**src/rtl/rsd_pkg.sv**
```systemverilog
`timescale 1ns / 1ps

package rsd_pkg;

  // register indexes on the configuration port
  localparam int CFG_INDEX_W = 2;
  localparam logic [CFG_INDEX_W-1:0] CFG_EXPECTED_MAGIC = 2'd0;
  localparam logic [CFG_INDEX_W-1:0] CFG_DELIVER_MASK   = 2'd1;

  localparam logic [31:0] MAGIC_RESET = 32'h3150_544E;
  localparam logic [15:0] MASK_RESET  = 16'h0001;

  // header layout
  localparam logic [15:0] HDR_BYTES = 16'd32;
  localparam logic [4:0]  HDR_LAST  = 5'd31;

  // result kinds
  localparam logic [1:0] KIND_PAYLOAD = 2'd0;
  localparam logic [1:0] KIND_EMPTY   = 2'd1;
  localparam logic [1:0] KIND_ERROR   = 2'd2;

  localparam int QUEUE_DEPTH = 4;

  typedef struct packed {
    logic [1:0]  kind;
    logic [7:0]  payload_byte;
    logic        last_of_frame;
    logic [63:0] frame_timestamp;
    logic [15:0] payload_length;
  } rsd_result_t;

endpackage

```
**src/rtl/rsd_parser.sv**
```systemverilog
`timescale 1ns / 1ps

module rsd_parser (
  input  logic                           clk,
  input  logic                           rst,
  input  logic                           in_valid,
  output logic                           in_ready,
  input  logic [7:0]                     stream_byte,
  input  logic                           cfg_valid,
  input  logic [rsd_pkg::CFG_INDEX_W-1:0] cfg_index,
  input  logic [31:0]                    cfg_data,
  input  logic                           queue_full,
  output logic                           push,
  output rsd_pkg::rsd_result_t           push_data
);
  import rsd_pkg::*;

  typedef enum logic [1:0] {
    PH_HEADER  = 2'd0,
    PH_PAYLOAD = 2'd1,
    PH_HALT    = 2'd2
  } phase_t;

  phase_t      phase;
  logic [4:0]  header_position;
  logic [31:0] magic_word;
  logic [15:0] header_size_word;
  logic [15:0] frame_size_word;
  logic [63:0] time_word;
  logic [15:0] flag_word;
  logic [15:0] bytes_left;
  logic        deliver_current;
  logic [31:0] expected_magic;
  logic [15:0] deliver_flag_mask;

  logic accept;
  logic header_done;
  logic header_bad;
  logic deliver_now;
  logic last_byte;

  assign in_ready = !queue_full;
  assign accept   = in_valid && in_ready;

  // header checks, all fields are complete by the final header byte
  assign header_done = (header_position == HDR_LAST);
  assign header_bad  = (magic_word != expected_magic) || (header_size_word != HDR_BYTES);
  assign deliver_now = (flag_word & deliver_flag_mask) != 16'd0;
  assign last_byte   = (bytes_left == 16'd1);

  // result classification for the accepted byte
  always_comb begin
    push                      = 1'b0;
    push_data.kind            = KIND_PAYLOAD;
    push_data.payload_byte    = 8'd0;
    push_data.last_of_frame   = 1'b0;
    push_data.frame_timestamp = time_word;
    push_data.payload_length  = frame_size_word;
    case (phase)
      PH_HEADER: begin
        if (header_done) begin
          if (header_bad) begin
            push           = accept;
            push_data.kind = KIND_ERROR;
          end else if (frame_size_word == 16'd0 && deliver_now) begin
            push                    = accept;
            push_data.kind          = KIND_EMPTY;
            push_data.last_of_frame = 1'b1;
          end
        end
      end
      PH_PAYLOAD: begin
        push                    = accept && deliver_current;
        push_data.payload_byte  = stream_byte;
        push_data.last_of_frame = last_byte;
      end
      default: begin
        push = 1'b0;
      end
    endcase
  end

  // configuration registers
  always_ff @(posedge clk) begin
    if (rst) begin
      expected_magic    <= MAGIC_RESET;
      deliver_flag_mask <= MASK_RESET;
    end else if (cfg_valid) begin
      if (cfg_index == CFG_EXPECTED_MAGIC) begin
        expected_magic <= cfg_data;
      end else if (cfg_index == CFG_DELIVER_MASK) begin
        deliver_flag_mask <= cfg_data[15:0];
      end
    end
  end

  // header collection and payload counting
  always_ff @(posedge clk) begin
    if (rst) begin
      phase            <= PH_HEADER;
      header_position  <= 5'd0;
      magic_word       <= 32'd0;
      header_size_word <= 16'd0;
      frame_size_word  <= 16'd0;
      time_word        <= 64'd0;
      flag_word        <= 16'd0;
      bytes_left       <= 16'd0;
      deliver_current  <= 1'b0;
    end else if (accept) begin
      case (phase)
        PH_HEADER: begin
          // little-endian field capture
          if (header_position < 5'd4) begin
            magic_word[{header_position[1:0], 3'b000} +: 8] <= stream_byte;
          end else if (header_position < 5'd6) begin
            header_size_word[{header_position[0], 3'b000} +: 8] <= stream_byte;
          end else if (header_position < 5'd8) begin
            frame_size_word[{header_position[0], 3'b000} +: 8] <= stream_byte;
          end else if (header_position >= 5'd16 && header_position < 5'd24) begin
            time_word[{header_position[2:0], 3'b000} +: 8] <= stream_byte;
          end else if (header_position == 5'd26 || header_position == 5'd27) begin
            flag_word[{header_position[0], 3'b000} +: 8] <= stream_byte;
          end
          if (!header_done) begin
            header_position <= header_position + 5'd1;
          end else begin
            header_position <= 5'd0;
            if (header_bad) begin
              phase <= PH_HALT;
            end else begin
              deliver_current <= deliver_now;
              bytes_left      <= frame_size_word;
              if (frame_size_word != 16'd0) begin
                phase <= PH_PAYLOAD;
              end
            end
          end
        end
        PH_PAYLOAD: begin
          bytes_left <= bytes_left - 16'd1;
          if (last_byte) begin
            phase <= PH_HEADER;
          end
        end
        default: begin
          phase <= PH_HALT;
        end
      endcase
    end
  end

endmodule

```
**src/rtl/rsd_queue.sv**
```systemverilog
`timescale 1ns / 1ps

module rsd_queue #(
  parameter int Depth = rsd_pkg::QUEUE_DEPTH
) (
  input  logic                 clk,
  input  logic                 rst,
  input  logic                 push,
  input  rsd_pkg::rsd_result_t push_data,
  input  logic                 pop,
  output rsd_pkg::rsd_result_t pop_data,
  output logic                 full,
  output logic                 empty
);
  import rsd_pkg::*;

  localparam int PtrW = (Depth > 1) ? $clog2(Depth) : 1;
  localparam int CntW = $clog2(Depth + 1);
  localparam logic [PtrW-1:0] PtrLast = PtrW'(Depth - 1);
  localparam logic [CntW-1:0] CntFull = CntW'(Depth);

  rsd_result_t     entries [Depth];
  logic [PtrW-1:0] wr_ptr;
  logic [PtrW-1:0] rd_ptr;
  logic [CntW-1:0] count;

  assign full     = (count == CntFull);
  assign empty    = (count == '0);
  assign pop_data = entries[rd_ptr];

  // storage
  always_ff @(posedge clk) begin
    if (push) begin
      entries[wr_ptr] <= push_data;
    end
  end

  // pointers and fill level
  always_ff @(posedge clk) begin
    if (rst) begin
      wr_ptr <= '0;
      rd_ptr <= '0;
      count  <= '0;
    end else begin
      if (push) begin
        wr_ptr <= (wr_ptr == PtrLast) ? '0 : wr_ptr + PtrW'(1);
      end
      if (pop) begin
        rd_ptr <= (rd_ptr == PtrLast) ? '0 : rd_ptr + PtrW'(1);
      end
      if (push && !pop) begin
        count <= count + CntW'(1);
      end else if (pop && !push) begin
        count <= count - CntW'(1);
      end
    end
  end

endmodule

```
**src/rtl/rsd_emit.sv**
```systemverilog
`timescale 1ns / 1ps

module rsd_emit (
  input  logic                 clk,
  input  logic                 rst,
  input  logic                 queue_empty,
  input  rsd_pkg::rsd_result_t queue_data,
  output logic                 pop,
  output logic                 out_valid,
  input  logic                 out_ready,
  output logic [1:0]           kind,
  output logic [7:0]           payload_byte,
  output logic                 last_of_frame,
  output logic [63:0]          frame_timestamp,
  output logic [15:0]          payload_length
);
  import rsd_pkg::*;

  // load the output register when it is free or being drained
  assign pop = !queue_empty && (!out_valid || out_ready);

  always_ff @(posedge clk) begin
    if (rst) begin
      out_valid <= 1'b0;
    end else if (!out_valid || out_ready) begin
      out_valid <= !queue_empty;
    end
  end

  always_ff @(posedge clk) begin
    if (pop) begin
      kind            <= queue_data.kind;
      payload_byte    <= queue_data.payload_byte;
      last_of_frame   <= queue_data.last_of_frame;
      frame_timestamp <= queue_data.frame_timestamp;
      payload_length  <= queue_data.payload_length;
    end
  end

endmodule

```
**src/rtl/record_stream_deframer.sv**
```systemverilog
`timescale 1ns / 1ps

// Record stream deframer: takes one stream byte per cycle while its result queue has room,
// parses 32-byte little-endian record headers and emits one transaction per delivered
// payload byte, per delivered empty frame, or a single framing error after which all input
// is drained silently until reset. A result is written to the queue on the edge that takes
// its byte, then into the output register once that is free or drained; throughput is one
// byte per cycle, limited only by the Depth-entry result queue, which stalls input when
// full. Config writes are always taken and must only be issued while the block is idle.
module record_stream_deframer #(
  parameter int Depth = rsd_pkg::QUEUE_DEPTH
) (
  input  logic                            clk,
  input  logic                            rst,
  input  logic                            in_valid,
  output logic                            in_ready,
  input  logic [7:0]                      stream_byte,
  input  logic                            cfg_valid,
  output logic                            cfg_ready,
  input  logic [rsd_pkg::CFG_INDEX_W-1:0] cfg_index,
  input  logic [31:0]                     cfg_data,
  output logic                            out_valid,
  input  logic                            out_ready,
  output logic [1:0]                      kind,
  output logic [7:0]                      payload_byte,
  output logic                            last_of_frame,
  output logic [63:0]                     frame_timestamp,
  output logic [15:0]                     payload_length
);
  import rsd_pkg::*;

  rsd_result_t push_data;
  rsd_result_t pop_data;
  logic        push;
  logic        pop;
  logic        queue_full;
  logic        queue_empty;

  assign cfg_ready = 1'b1;

  // front: header parsing and result classification
  rsd_parser u_parser (
    .clk         (clk),
    .rst         (rst),
    .in_valid    (in_valid),
    .in_ready    (in_ready),
    .stream_byte (stream_byte),
    .cfg_valid   (cfg_valid),
    .cfg_index   (cfg_index),
    .cfg_data    (cfg_data),
    .queue_full  (queue_full),
    .push        (push),
    .push_data   (push_data)
  );

  // result queue between front and back
  rsd_queue #(
    .Depth (Depth)
  ) u_queue (
    .clk       (clk),
    .rst       (rst),
    .push      (push),
    .push_data (push_data),
    .pop       (pop),
    .pop_data  (pop_data),
    .full      (queue_full),
    .empty     (queue_empty)
  );

  // back: output register
  rsd_emit u_emit (
    .clk             (clk),
    .rst             (rst),
    .queue_empty     (queue_empty),
    .queue_data      (pop_data),
    .pop             (pop),
    .out_valid       (out_valid),
    .out_ready       (out_ready),
    .kind            (kind),
    .payload_byte    (payload_byte),
    .last_of_frame   (last_of_frame),
    .frame_timestamp (frame_timestamp),
    .payload_length  (payload_length)
  );

endmodule

```
**config.mk**
```make
export PLATFORM = sky130hd
export DESIGN_NAME = record_stream_deframer
export DESIGN_NICKNAME = d
export VERILOG_FILES = /design/src/rtl/rsd_pkg.sv /design/src/rtl/rsd_parser.sv /design/src/rtl/rsd_queue.sv /design/src/rtl/rsd_emit.sv /design/src/rtl/record_stream_deframer.sv
export SDC_FILE = /design/constraint.sdc
export NUM_CORES = 1
export LEC_CHECK = 0
export BUFFER_PORTS_ARGS = -buffer_cell sky130_fd_sc_hd__clkbuf_2
export CAP_MARGIN = 20
export CORE_MARGIN = 4
export CORE_UTILIZATION = 50
export DETAILED_ROUTE_END_ITERATION = 6
export MAX_ROUTING_LAYER = met4
export PLACE_DENSITY = 0.67
export RECOVER_POWER = 100
export REMOVE_ABC_BUFFERS = 1
export SLEW_MARGIN = 40
export SYNTH_ARGS = -nofsm -noshare
export SYNTH_HDL_FRONTEND = slang
export SYNTH_HIERARCHICAL = 1
export SYNTH_SLANG_ARGS = --single-unit
export TNS_END_PERCENT = 20
```
**constraint.sdc**
```tcl
create_clock -name clk -period 11.4 [get_ports clk]
set_input_delay 2.28 -clock clk [delete_from_list [all_inputs] [get_ports clk]]
set_output_delay 2.28 -clock clk [all_outputs]
set_load 0.01 [all_outputs]
```
# Yosys cells after proc, flatten, opt, wreduce, memory -nomap -nowiden

Memories as Yosys holds them, arrays and structs flattened. A register that Yosys moved wholly into a read port is not among the register bits.
Index checks and enable logic that the tools add are counted.

Bits in registers: 224
RAM bits: 364
Input bits: 47
Output and inout bits: 94
Word-level logic and storage cells: 125
Memories kept: 1

Memory list:

| name            | words | bits a word | read ports | clocked after memory_dff | wr ports | line            | RTL |
|---|---|---|---|---|---|---|---|
| u_queue.entries | 4     | 91          | 1          | 1                        | 1        | rsd_queue.sv:22 | `rsd_result_t entries [Depth];` |

Add/sub/neg operators: 9
$lt $le $gt $ge: 5
Eq/ne operators: 15
Shift-type cells: 6
Muxes and demuxes: 33
Bitwise gates (word level): 7
Reductions and logical operators: 34

Operators with widths:

| kind                                                 | number |
|---|---|
| bitwise mux 64 bit                                   | 1 |
| variable shift 8 x 8 -> 64 bit, first input constant | 1 |
| indexed part select 8 x 8 -> 64 bit                  | 1 |
| bitwise mux 16 bit                                   | 3 |
| bitwise mux 32 bit                                   | 1 |
| 2-to-1 mux 16 bit                                    | 2 |
| != test 32 bit                                       | 1 |
| case mux 16 bit (2 select lines)                     | 1 |
| nonzero test 16 bit                                  | 2 |
| variable shift 8 x 7 -> 32 bit, first input constant | 1 |
| indexed part select 8 x 7 -> 32 bit                  | 1 |
| 2-to-1 mux 2 bit                                     | 9 |
| bitwise AND 16 bit                                   | 1 |
| equality test 16 x 1 -> 1 bit, second input constant | 1 |
| zero test 16 bit                                     | 1 |
| != test 16 x 6 -> 1 bit, second input constant       | 1 |
| AND reduction 4 bit                                  | 4 |
| variable shift 8 x 6 -> 16 bit, first input constant | 1 |
| indexed part select 8 x 6 -> 16 bit                  | 1 |
| subtractor 16 x 1 -> 16 bit, second input constant   | 1 |
| equality test 5 bit, second input constant           | 3 |
| < comparator 5 x 3 -> 1 bit, second input constant   | 2 |
| 2-to-1 mux 1 bit                                     | 9 |
| 2-to-1 mux 8 bit                                     | 1 |
| other kinds (32)                                     | 59 |

# Logic depth before layout (Yosys ltp)

Gate-level depths: netlist of run 1.

Depth after elaboration: 11
Depth in mapped cells: 12
Depth with buffers taken out: 12

# Hierarchy

Netlist of run 1, hierarchy kept.

By module, submodules not included:

| module                 | instances | cells an instance | area an instance (µm²) | seq. area each (µm²) |
|---|---|---|---|---|
| rsd_queue              | 1         | 519               | 13660.6                | 11110.7 |
| rsd_parser             | 1         | 1081              | 9320.2                 | 4324.1 |
| rsd_emit               | 1         | 95                | 2788.9                 | 2752.6 |
| record_stream_deframer | 1         | 2                 | 11.3                   | 0.0 |

# Worst setup path before layout of run 1

OpenSTA, ideal clock, no wires.

Path type: input to register
From: input in_valid
To: memory u_queue/entries[0][0] (netlist name) (enable)
Setup time: 0.459 ns
Data arrival time: 5.459 ns
Required time: 10.941 ns
Slack: 5.482 ns
Stages on the path: 4
Path buffers: 0
Cells stage by stage: nor4b_1 > nand2_1 > o21ai_0 > and2_1

Word-level cells in the longest chain between the ends: 7
Elaborated cells on any way between the ends: 8
Classes of those cells: 6 x mux; 2 x reduce/logical

RTL lines:

| element                                    | line                         | RTL |
|---|---|---|
| start, declared                            | record_stream_deframer.sv:15 | `input logic in_valid,` |
| logical AND 1 bit (*)                      | rsd_parser.sv:43             | `assign accept = in_valid && in_ready;` |
| 2-to-1 mux 1 bit                           | rsd_parser.sv:65             | `end else if (frame_size_word == 16'd0 && deliver_now) begin` |
| 2-to-1 mux 1 bit                           | rsd_parser.sv:62             | `if (header_bad) begin` |
| 2-to-1 mux 1 bit                           | rsd_parser.sv:61             | `if (header_done) begin` |
| case mux 1 bit (2 select lines) (*)        | rsd_parser.sv:59             | `case (phase)` |
| via push                                   | record_stream_deframer.sv:34 | `logic push;` |
| 2-to-1 mux 1 bit (*)                       | rsd_queue.sv:33              | `if (push) begin` |
| 2-to-1 mux 1 bit (implied by the code) (*) | rsd_queue.sv:34              | `entries[wr_ptr] <= push_data;` |
| end, declared                              | rsd_queue.sv:22              |  |

Mark *: on every way through the listed nets, which the timed path passes. The rest lies on a longest branch.

==> results of run 1 <==
-- path summary, 6_finish.rpt --
kind	from	end	cells after the start
setup / recovery	rst	u_parser/bytes_left[6]	5
hold / removal	u_parser/deliver_flag_mask[6]	u_parser/deliver_flag_mask[6]	2
setup reg to reg	u_parser/header_position[1]	u_queue/entries[3][90]	7
hold reg to reg	u_parser/deliver_flag_mask[6]	u_parser/deliver_flag_mask[6]	2
-- per-layer routing --
layer,global-route usage [%],wire [µm]
met2,31.6,26500
met1,26.9,23500
met5,-,0
met4,6.23,1170
met3,3.60,3090
-- cells in the final DEF, fill, tap and decap left out, types with 4 or more instances in the layout --
master                      netlist  final
sky130_fd_sc_hd__buf_6            1      5
sky130_fd_sc_hd__nor4_1          15     16
sky130_fd_sc_hd__a31oi_1          5      5
sky130_fd_sc_hd__nand2_1        157    157
sky130_fd_sc_hd__inv_1           12     12
sky130_fd_sc_hd__nor2_1         151    151
sky130_fd_sc_hd__bufinv_16        0      5
sky130_fd_sc_hd__nand3b_1         4      4
sky130_fd_sc_hd__clkbuf_16        0     69
sky130_fd_sc_hd__nand3_1         56     57
sky130_fd_sc_hd__clkbuf_1        73    131
sky130_fd_sc_hd__and4_1           7      7
sky130_fd_sc_hd__xnor2_1         32     32
sky130_fd_sc_hd__a22o_1           4      4
sky130_fd_sc_hd__and2_1          16      4
sky130_fd_sc_hd__ha_1            15     15
sky130_fd_sc_hd__o311ai_0        12     12
sky130_fd_sc_hd__nand4_1         28     29
sky130_fd_sc_hd__and3_1           5      5
sky130_fd_sc_hd__mux4_2          91     91
sky130_fd_sc_hd__dfxtp_1        226    225
sky130_fd_sc_hd__nor2b_1          4      5
sky130_fd_sc_hd__clkinv_2         0      9
sky130_fd_sc_hd__clkbuf_8         0      8
sky130_fd_sc_hd__edfxtp_1       455    455
sky130_fd_sc_hd__a221oi_1         4      4
sky130_fd_sc_hd__or3_1           10     10
sky130_fd_sc_hd__nor3b_1          7      5
sky130_fd_sc_hd__clkbuf_2         0     36
sky130_fd_sc_hd__and2_0           2     14
sky130_fd_sc_hd__mux2i_1        116    116
sky130_fd_sc_hd__nand2b_1         5      5
sky130_fd_sc_hd__nor3_1          14     13
sky130_fd_sc_hd__clkinv_1         1      5
sky130_fd_sc_hd__o21ai_0          9      9
sky130_fd_sc_hd__a21oi_1         87     88
-- layout make-up --
| cell class | instances | area [µm²] |
|---|---|---|
| antenna | 2 | 5.00 |
| clock buffer | 100 | 1920 |
| clock inverter | 25 | 285 |
| fill | 4018 | 21600 |
| inverter | 13 | 48.8 |
| multi-input combinational | 902 | 6960 |
| sequential | 681 | 18200 |
| tap | 672 | 841 |
| timing repair buffer | 154 | 704 |
-- sequential cells by signal (all words and copies together), names as in the netlist, named ones only --
| register | cells |
|---|---|
| u_emit/frame_timestamp | 64 |
| u_parser/deliver_current | 1 |
| u_parser/time_word | 64 |
| u_parser/frame_size_word | 16 |
| u_queue/rd_ptr | 2 |
| u_emit/last_of_frame | 1 |
| u_emit/out_valid | 1 |
| u_queue/entries | 364 |
| u_parser/bytes_left | 16 |
| u_parser/header_position | 5 |
| u_queue/count | 3 |
| u_emit/payload_byte | 8 |
| u_parser/header_size_word | 16 |
| u_emit/kind | 2 |
| u_parser/phase | 2 |
| u_parser/magic_word | 32 |
| u_parser/expected_magic | 32 |
| u_queue/wr_ptr | 2 |
| u_emit/payload_length | 16 |
| u_parser/flag_word | 16 |
| u_parser/deliver_flag_mask | 16 |
-- metrics by stage --
stage	hold WS (ps)	cells	util [%]	worst slack, ps	instance area, µm²
global placement	448	2418	53.1	5730	26900
finish	454	2549	57.3	4030	29000
global route	478	2548	57.3	3520	29000
floorplan	430	1596	-	5480	25200
CTS	457	2546	57.7	6780	29200
detailed placement	449	2421	53.3	6150	27000
-- logic make-up (layout without fill, tap and decap cells) --
kind of cell | Yosys count | count (layout) | synth area share, %
AOI/OAI and AO/OA | 137 | 137 | 3.16
other | 1 | 3 | 0.0145
buffers and inverters | 114 | 292 | 2.35
xor gates and xnor gates | 34 | 34 | 1.16
DFF | 681 | 681 | 70.5
and+or+nand+nor | 507 | 507 | 9.52
adders and majority gates | 16 | 16 | 0.806
muxes | 207 | 207 | 12.5
-- critical path, stage by stage --
cell and delay [ps]:
sky130_fd_sc_hd__clkbuf_1 970, sky130_fd_sc_hd__clkbuf_1 3020, sky130_fd_sc_hd__nor2_1 690, sky130_fd_sc_hd__o311ai_0 400, sky130_fd_sc_hd__o311ai_0 250
-- where the power goes --
| group | switching [mW] | internal, mW |
|---|---|---|
| Clock | 0.898 | 1.29 |
| Sequential | 0.0895 | 2.90 |
| Combinational | 0.517 | 0.388 |
| Total | 1.50 | 4.58 |
==> summary.md, run 1 <==
Global routing used 20.0% of the available tracks. The fraction of final layout cells sized beyond drive strength 1 works out to 13.4%. The later pin in the worst-skew pair is clocked with a latency of 600 ps.

The count of yosys warnings during synthesis is 6. The synthesized design spends more area on one cell type than any other, namely sky130_fd_sc_hd__edfxtp_1. Summed over all cells, the static leakage comes to 9.77 nW. Data on the critical path arrives at its endpoint at 7640 ps. Vias after detailed routing: 14,361.

The share of the Yosys chip area taken by registers is 70.5%. Setup repair after global routing left no endpoint under its margin. The final critical path takes up 64.7% of the cycle. The die covers 55,300 µm². The setup check on the worst reg-to-reg path leaves a slack of 5960 ps. The number of nets in the layout came out at 1,883. Sorting the synthesized cells by area gives the leading types as sky130_fd_sc_hd__edfxtp_1 53%, sky130_fd_sc_hd__dfxtp_1 18%, sky130_fd_sc_hd__mux4_2 7.9%. The power consumption was 6.08 mW; the post-route minimum period was 7370 ps. STA classifies the critical path startpoint as a primary input. The detailed-route wire length per cell was 21.3 µm. In this run the worst path has a maximum fanout of 85. The region available for standard cell placement spans 50,600 µm².

The number of synthesized flops with an enable pin is 455, and the site row count is 82. Static timing analysis puts the maximum clock frequency at 0.136 GHz. After clock tree synthesis, the setup repair step added 0 buffers.

Across the VDD grid, the largest voltage drop is 0.125 mV. The setup path with the least slack is of type in2reg. From bottom edge to top edge, the die measures 235 µm. Measured along the x axis, the die boundary spans 235 µm.

The total of hold buffers inserted after clock tree synthesis is 0. The number of global-route vias before repair is 14,276. The initial antenna violation count was 1. The worst clock skew was 20.7 ps; the final estimated routing congestion in global placement was 0.859. The proportion of netlist area held by the largest area contributor came out at 53.0%. Once the floorplan was initialized, standard cells occupied 51.0% of the core. The clock passes through at most 3 buffers. The post-detailed-route DRC marker count is 0, and the placed wire-length estimate is 31.9 mm. In this run the clock root is driven by a sky130_fd_sc_hd__clkbuf_16. The run gives 0 as the count of cells resized by post-cts repair. The tools report the setup TNS as 0 ps.

The relative max-transition margin was -194%. The final number of max-transition violations is 606. By instance count, the leading cell after synthesis is sky130_fd_sc_hd__edfxtp_1.

TritonCTS built the clock tree. After synthesis the cells add up to 25,800 µm². The checks that failed: capacitance limit, slew limit. The remaining antenna violation count is 0. The first detailed-routing pass took 5 iterations. The synthesized area per cell came out at 15.2 µm². The required time of the worst setup path was 11,670 ps; the post-detailed-route via-to-cell ratio was 5.63. The tools report the synthesized instance count as 1,697. Counting flops and latches in the post-synthesis netlist gives 681. Input and output buffers added on the ports amount to 139. Compared with the post-synthesis result, the final layout area differs by 12.3%.

Ranked by instance count, the synthesized netlist is headed by 455 x sky130_fd_sc_hd__edfxtp_1, 226 x sky130_fd_sc_hd__dfxtp_1, 157 x sky130_fd_sc_hd__nand2_1, 151 x sky130_fd_sc_hd__nor2_1, 116 x sky130_fd_sc_hd__mux2i_1. Clock-pin slew was measured on the worst setup and hold paths at 60 ps. The worst setup path is captured at a flip-flop. The flow ran to the end, but the final reports show violations.

The number of distinct library cells after synthesis is 66, and the power density of the placed cells is 210 nW/µm². Max-cap violations in this run came to 17. The deepest level of the CTS H-tree is 3, and the global route total overflow is 0. The logs give 141 for the number of primary I/O pins and 54.3 mm for the aggregate routed wire length. Buffers inserted during clock tree synthesis total 68.

Setup violations remaining at the end of the flow were counted as 0. The worst hold path belongs to the class reg2reg. The clock net in this run drives a total of 681 sinks.

The transition time at the pin with the least slew margin works out to 4410 ps. In the synthesized netlist the dominant register cell turns out to be sky130_fd_sc_hd__edfxtp_1. Global-route wire length before repair: 84.0 mm. For this run, asynchronously set or reset flops after synthesis account for 0%. The detailed router finished its first iteration with 1,256 violations. Entering global routing, the biggest net connects 131 pins.

The run gives 0 as the number of hold violations in the final report.
Note: power is estimated with default switching activity, not from simulation.
==> inputs of run 2 (changes only) <==
clock period = 7.6 ns   (was 11.4 ns; I/O delays follow)
==> summary.md, run 2 (synthesized netlist as in run 1, its figures left out) <==
The biggest fanout along the worst timing path was 28 (-67%); the remaining antenna violation count was 0 (unchanged). The CTS sink count came out at 681 (unchanged). The logs give 458 ps (+4.51 ps) for the worst hold slack after final layout and 82 (unchanged) for the site row count. The kind of cell with the highest combined delay along the critical path is buffers and inverters.

The tools report the total setup violations reported at the end of the flow as 0 (unchanged). TritonCTS built the clock tree. The category of the critical setup timing path was in2reg. The run gives 3 (unchanged) as the deepest level of the CTS H-tree. The run finished, with violations left. The number of nets in the layout is 1,890 (+0.37%), and the final non-filler cell area is 29,100 µm² (+0.48%). The run gives 1 (unchanged) as the initial antenna violation count.

The run gives 0.876 (+2.0%) as the final estimated routing congestion in global placement. In the final layout, the registers with the most flip-flops are u_queue/entries (364), u_emit/frame_timestamp (64), u_parser/time_word (64). The logs give 84.6 mm (+0.72%) for the global-route wire length before repair and 23.2 ps (+2.47 ps) for the worst clock skew. The tools report the starting density of the core as 51.0% (unchanged).

The port buffer count works out to 139 (unchanged). The chip height is 235 µm (unchanged). Flip-flop count of the largest register, all copies and words added: 364 (unchanged). The final number of max-transition violations was 498 (-18%); the transition time at the pin with the least slew margin was 3390 ps (-1010 ps). The global route total overflow was 0 (unchanged).

The total of hold buffers inserted after clock tree synthesis is 0 (unchanged), and the minimum setup slack among reg-to-reg paths is 2260 ps (-3700 ps). The worst path uses 72.6% of the clock period. The synthesis-to-layout area growth is 12.9%. The relative max-transition margin is -126% (+68 points).

Vias after detailed routing: 14,281 (-0.56%). The library cells used most frequently in the layout, excluding fill and tap cells, are 455 x sky130_fd_sc_hd__edfxtp_1, 226 x sky130_fd_sc_hd__dfxtp_1, 157 x sky130_fd_sc_hd__nand2_1. Post-detailed-route via-to-cell ratio: 5.59 (-0.87%).

For the CTS buffer count, the log shows 69 (+1.5%). The logs give 18 (+1) for the max-capacitance violation count and 27,000 µm² (+0.26%) for the instance area after placement. The critical path arrival is 5700 ps (-1940 ps). The most common cell after layout, fill and taps aside is sky130_fd_sc_hd__edfxtp_1. The setup TNS was 0 ps (unchanged); the power consumption was 9.19 mW (+51%).

The final reports fail on capacitance limit, slew limit. On the critical path, the stage with the largest delay is an instance of sky130_fd_sc_hd__clkbuf_1. The register clock-pin slew on the reported worst setup and hold paths is 60 ps (about the same), and the number of global-route vias before repair is 14,523 (+1.7%). The signal on the critical path passes through clkbuf_1 -> nor4b_1 -> nand2_1 -> o21ai_0 -> and2_0 -> buf_12 -> clkbuf_1. The worst setup path is captured at a flip-flop. The tools report the maximum vdd ir drop as 0.227 mV (+81%). The detailed-route wire length per cell is 21.4 µm (+0.54%).

The logs give 2080 ps (-1940 ps) for the final critical-path setup slack and 1,090 (-13%) for the DRC violation total after the first TritonRoute iteration. The number of buffers on the longest clock path came out at 3 (unchanged). Largest incremental delay on the critical path: 1270 ps (-1750 ps). Static timing analysis puts the maximum clock frequency at 0.181 GHz. The tools report the buffer type at the clock tree root as sky130_fd_sc_hd__clkbuf_16.

The detailed-routing iteration count for the pre-antenna-repair pass was 5 (unchanged). The tools report the type of element launching the critical path as a primary input. The post-detailed-route DRC marker count is 0 (unchanged). Setup repair after global routing left no endpoint under its margin. For the count of cells resized by post-cts repair, the log shows 0 (unchanged). For the total track usage, the log shows 20.1% (+0.086 points). The aggregate routed wire length was 54.7 mm (+0.86%); the core utilization of the finished layout was 57.5% (+0.27 points). The post-placement setup slack was 2870 ps (-3280 ps); the pin count of the biggest net entering global routing was 96 (-27%). The path class of the lowest-slack min-delay path is reg2reg.

Register with the most flip-flops: u_queue/entries. The placed wire-length estimate is 32.7 mm (+2.6%). The number of cells in the design after placement was 2,426 (+0.21%); the worst path buffer plus inverter count was 3 (+1). The post-route non-filler standard cell count was 2,557 (+0.31%); the fraction of final layout cells sized beyond drive strength 1 was 13.9% (+0.47 points). The tools report the latest clock arrival within the worst-skew pair as 590 ps (about the same). For the number of hold violations in the final report, the log shows 0 (unchanged).

The required time of the worst setup path was 7780 ps (-3890 ps); the die boundary width was 235 µm (unchanged). For the floorplan die area, the log shows 55,300 µm² (unchanged). The number of primary I/O pins was 141 (unchanged); the total setup buffers inserted after CTS was 0 (unchanged). The static leakage power was 9.82 nW (+0.50%); the post-route minimum period was 5520 ps. The total core area came out at 50,600 µm² (unchanged).

Power density of the placed cells: 316 nW/µm² (+50%). Among the stages of the critical path, the cell type that occurs most often is sky130_fd_sc_hd__clkbuf_1.
[run 2: per-layer routing]
layer	vias up	share of wire (%)	GRT usage, %
met3	70	5.5	3.56
li1	6641	-	-
met1	7178	44	26.7
met2	392	49	32.4
met5	-	0	-
met4	0	1.9	5.66
[run 2: cell type report]
cell class,count,area (µm²)
flip-flops and latches,681,18200
fillers,3955,21500
well taps,672,841
diodes,1,2.50
clock buffers,102,1990
repair buffers,160,752
inverters,13,48.8
multi-input cells,902,7000
clock inverters,26,278
[run 2: power breakdown]
part	internal (mW)	switching, mW	total, mW
Clock	2.00	1.36	3.36
Combinational	0.581	0.783	1.36
Sequential	4.33	0.134	4.46
[run 2: worst register-to-register path: cells and delay by family, from the launching register on]
kind,cells,cell delay (ps)
buffers and inverters,2,1610
AO/OA/AOI/OAI,1,780
adder cells (fa/ha/maj),2,680
AND/OR/NAND/NOR,3,1350
flip-flops,1,490
[run 2: worst paths after layout]
check,from,end,cells past startpoint
max,in_valid,u_queue/entries[2][53],7
max reg2reg,u_parser/header_position[1],u_queue/entries[2][53],8
min reg2reg,u_parser/deliver_flag_mask[13],u_parser/deliver_flag_mask[13],2
min,u_parser/deliver_flag_mask[13],u_parser/deliver_flag_mask[13],2
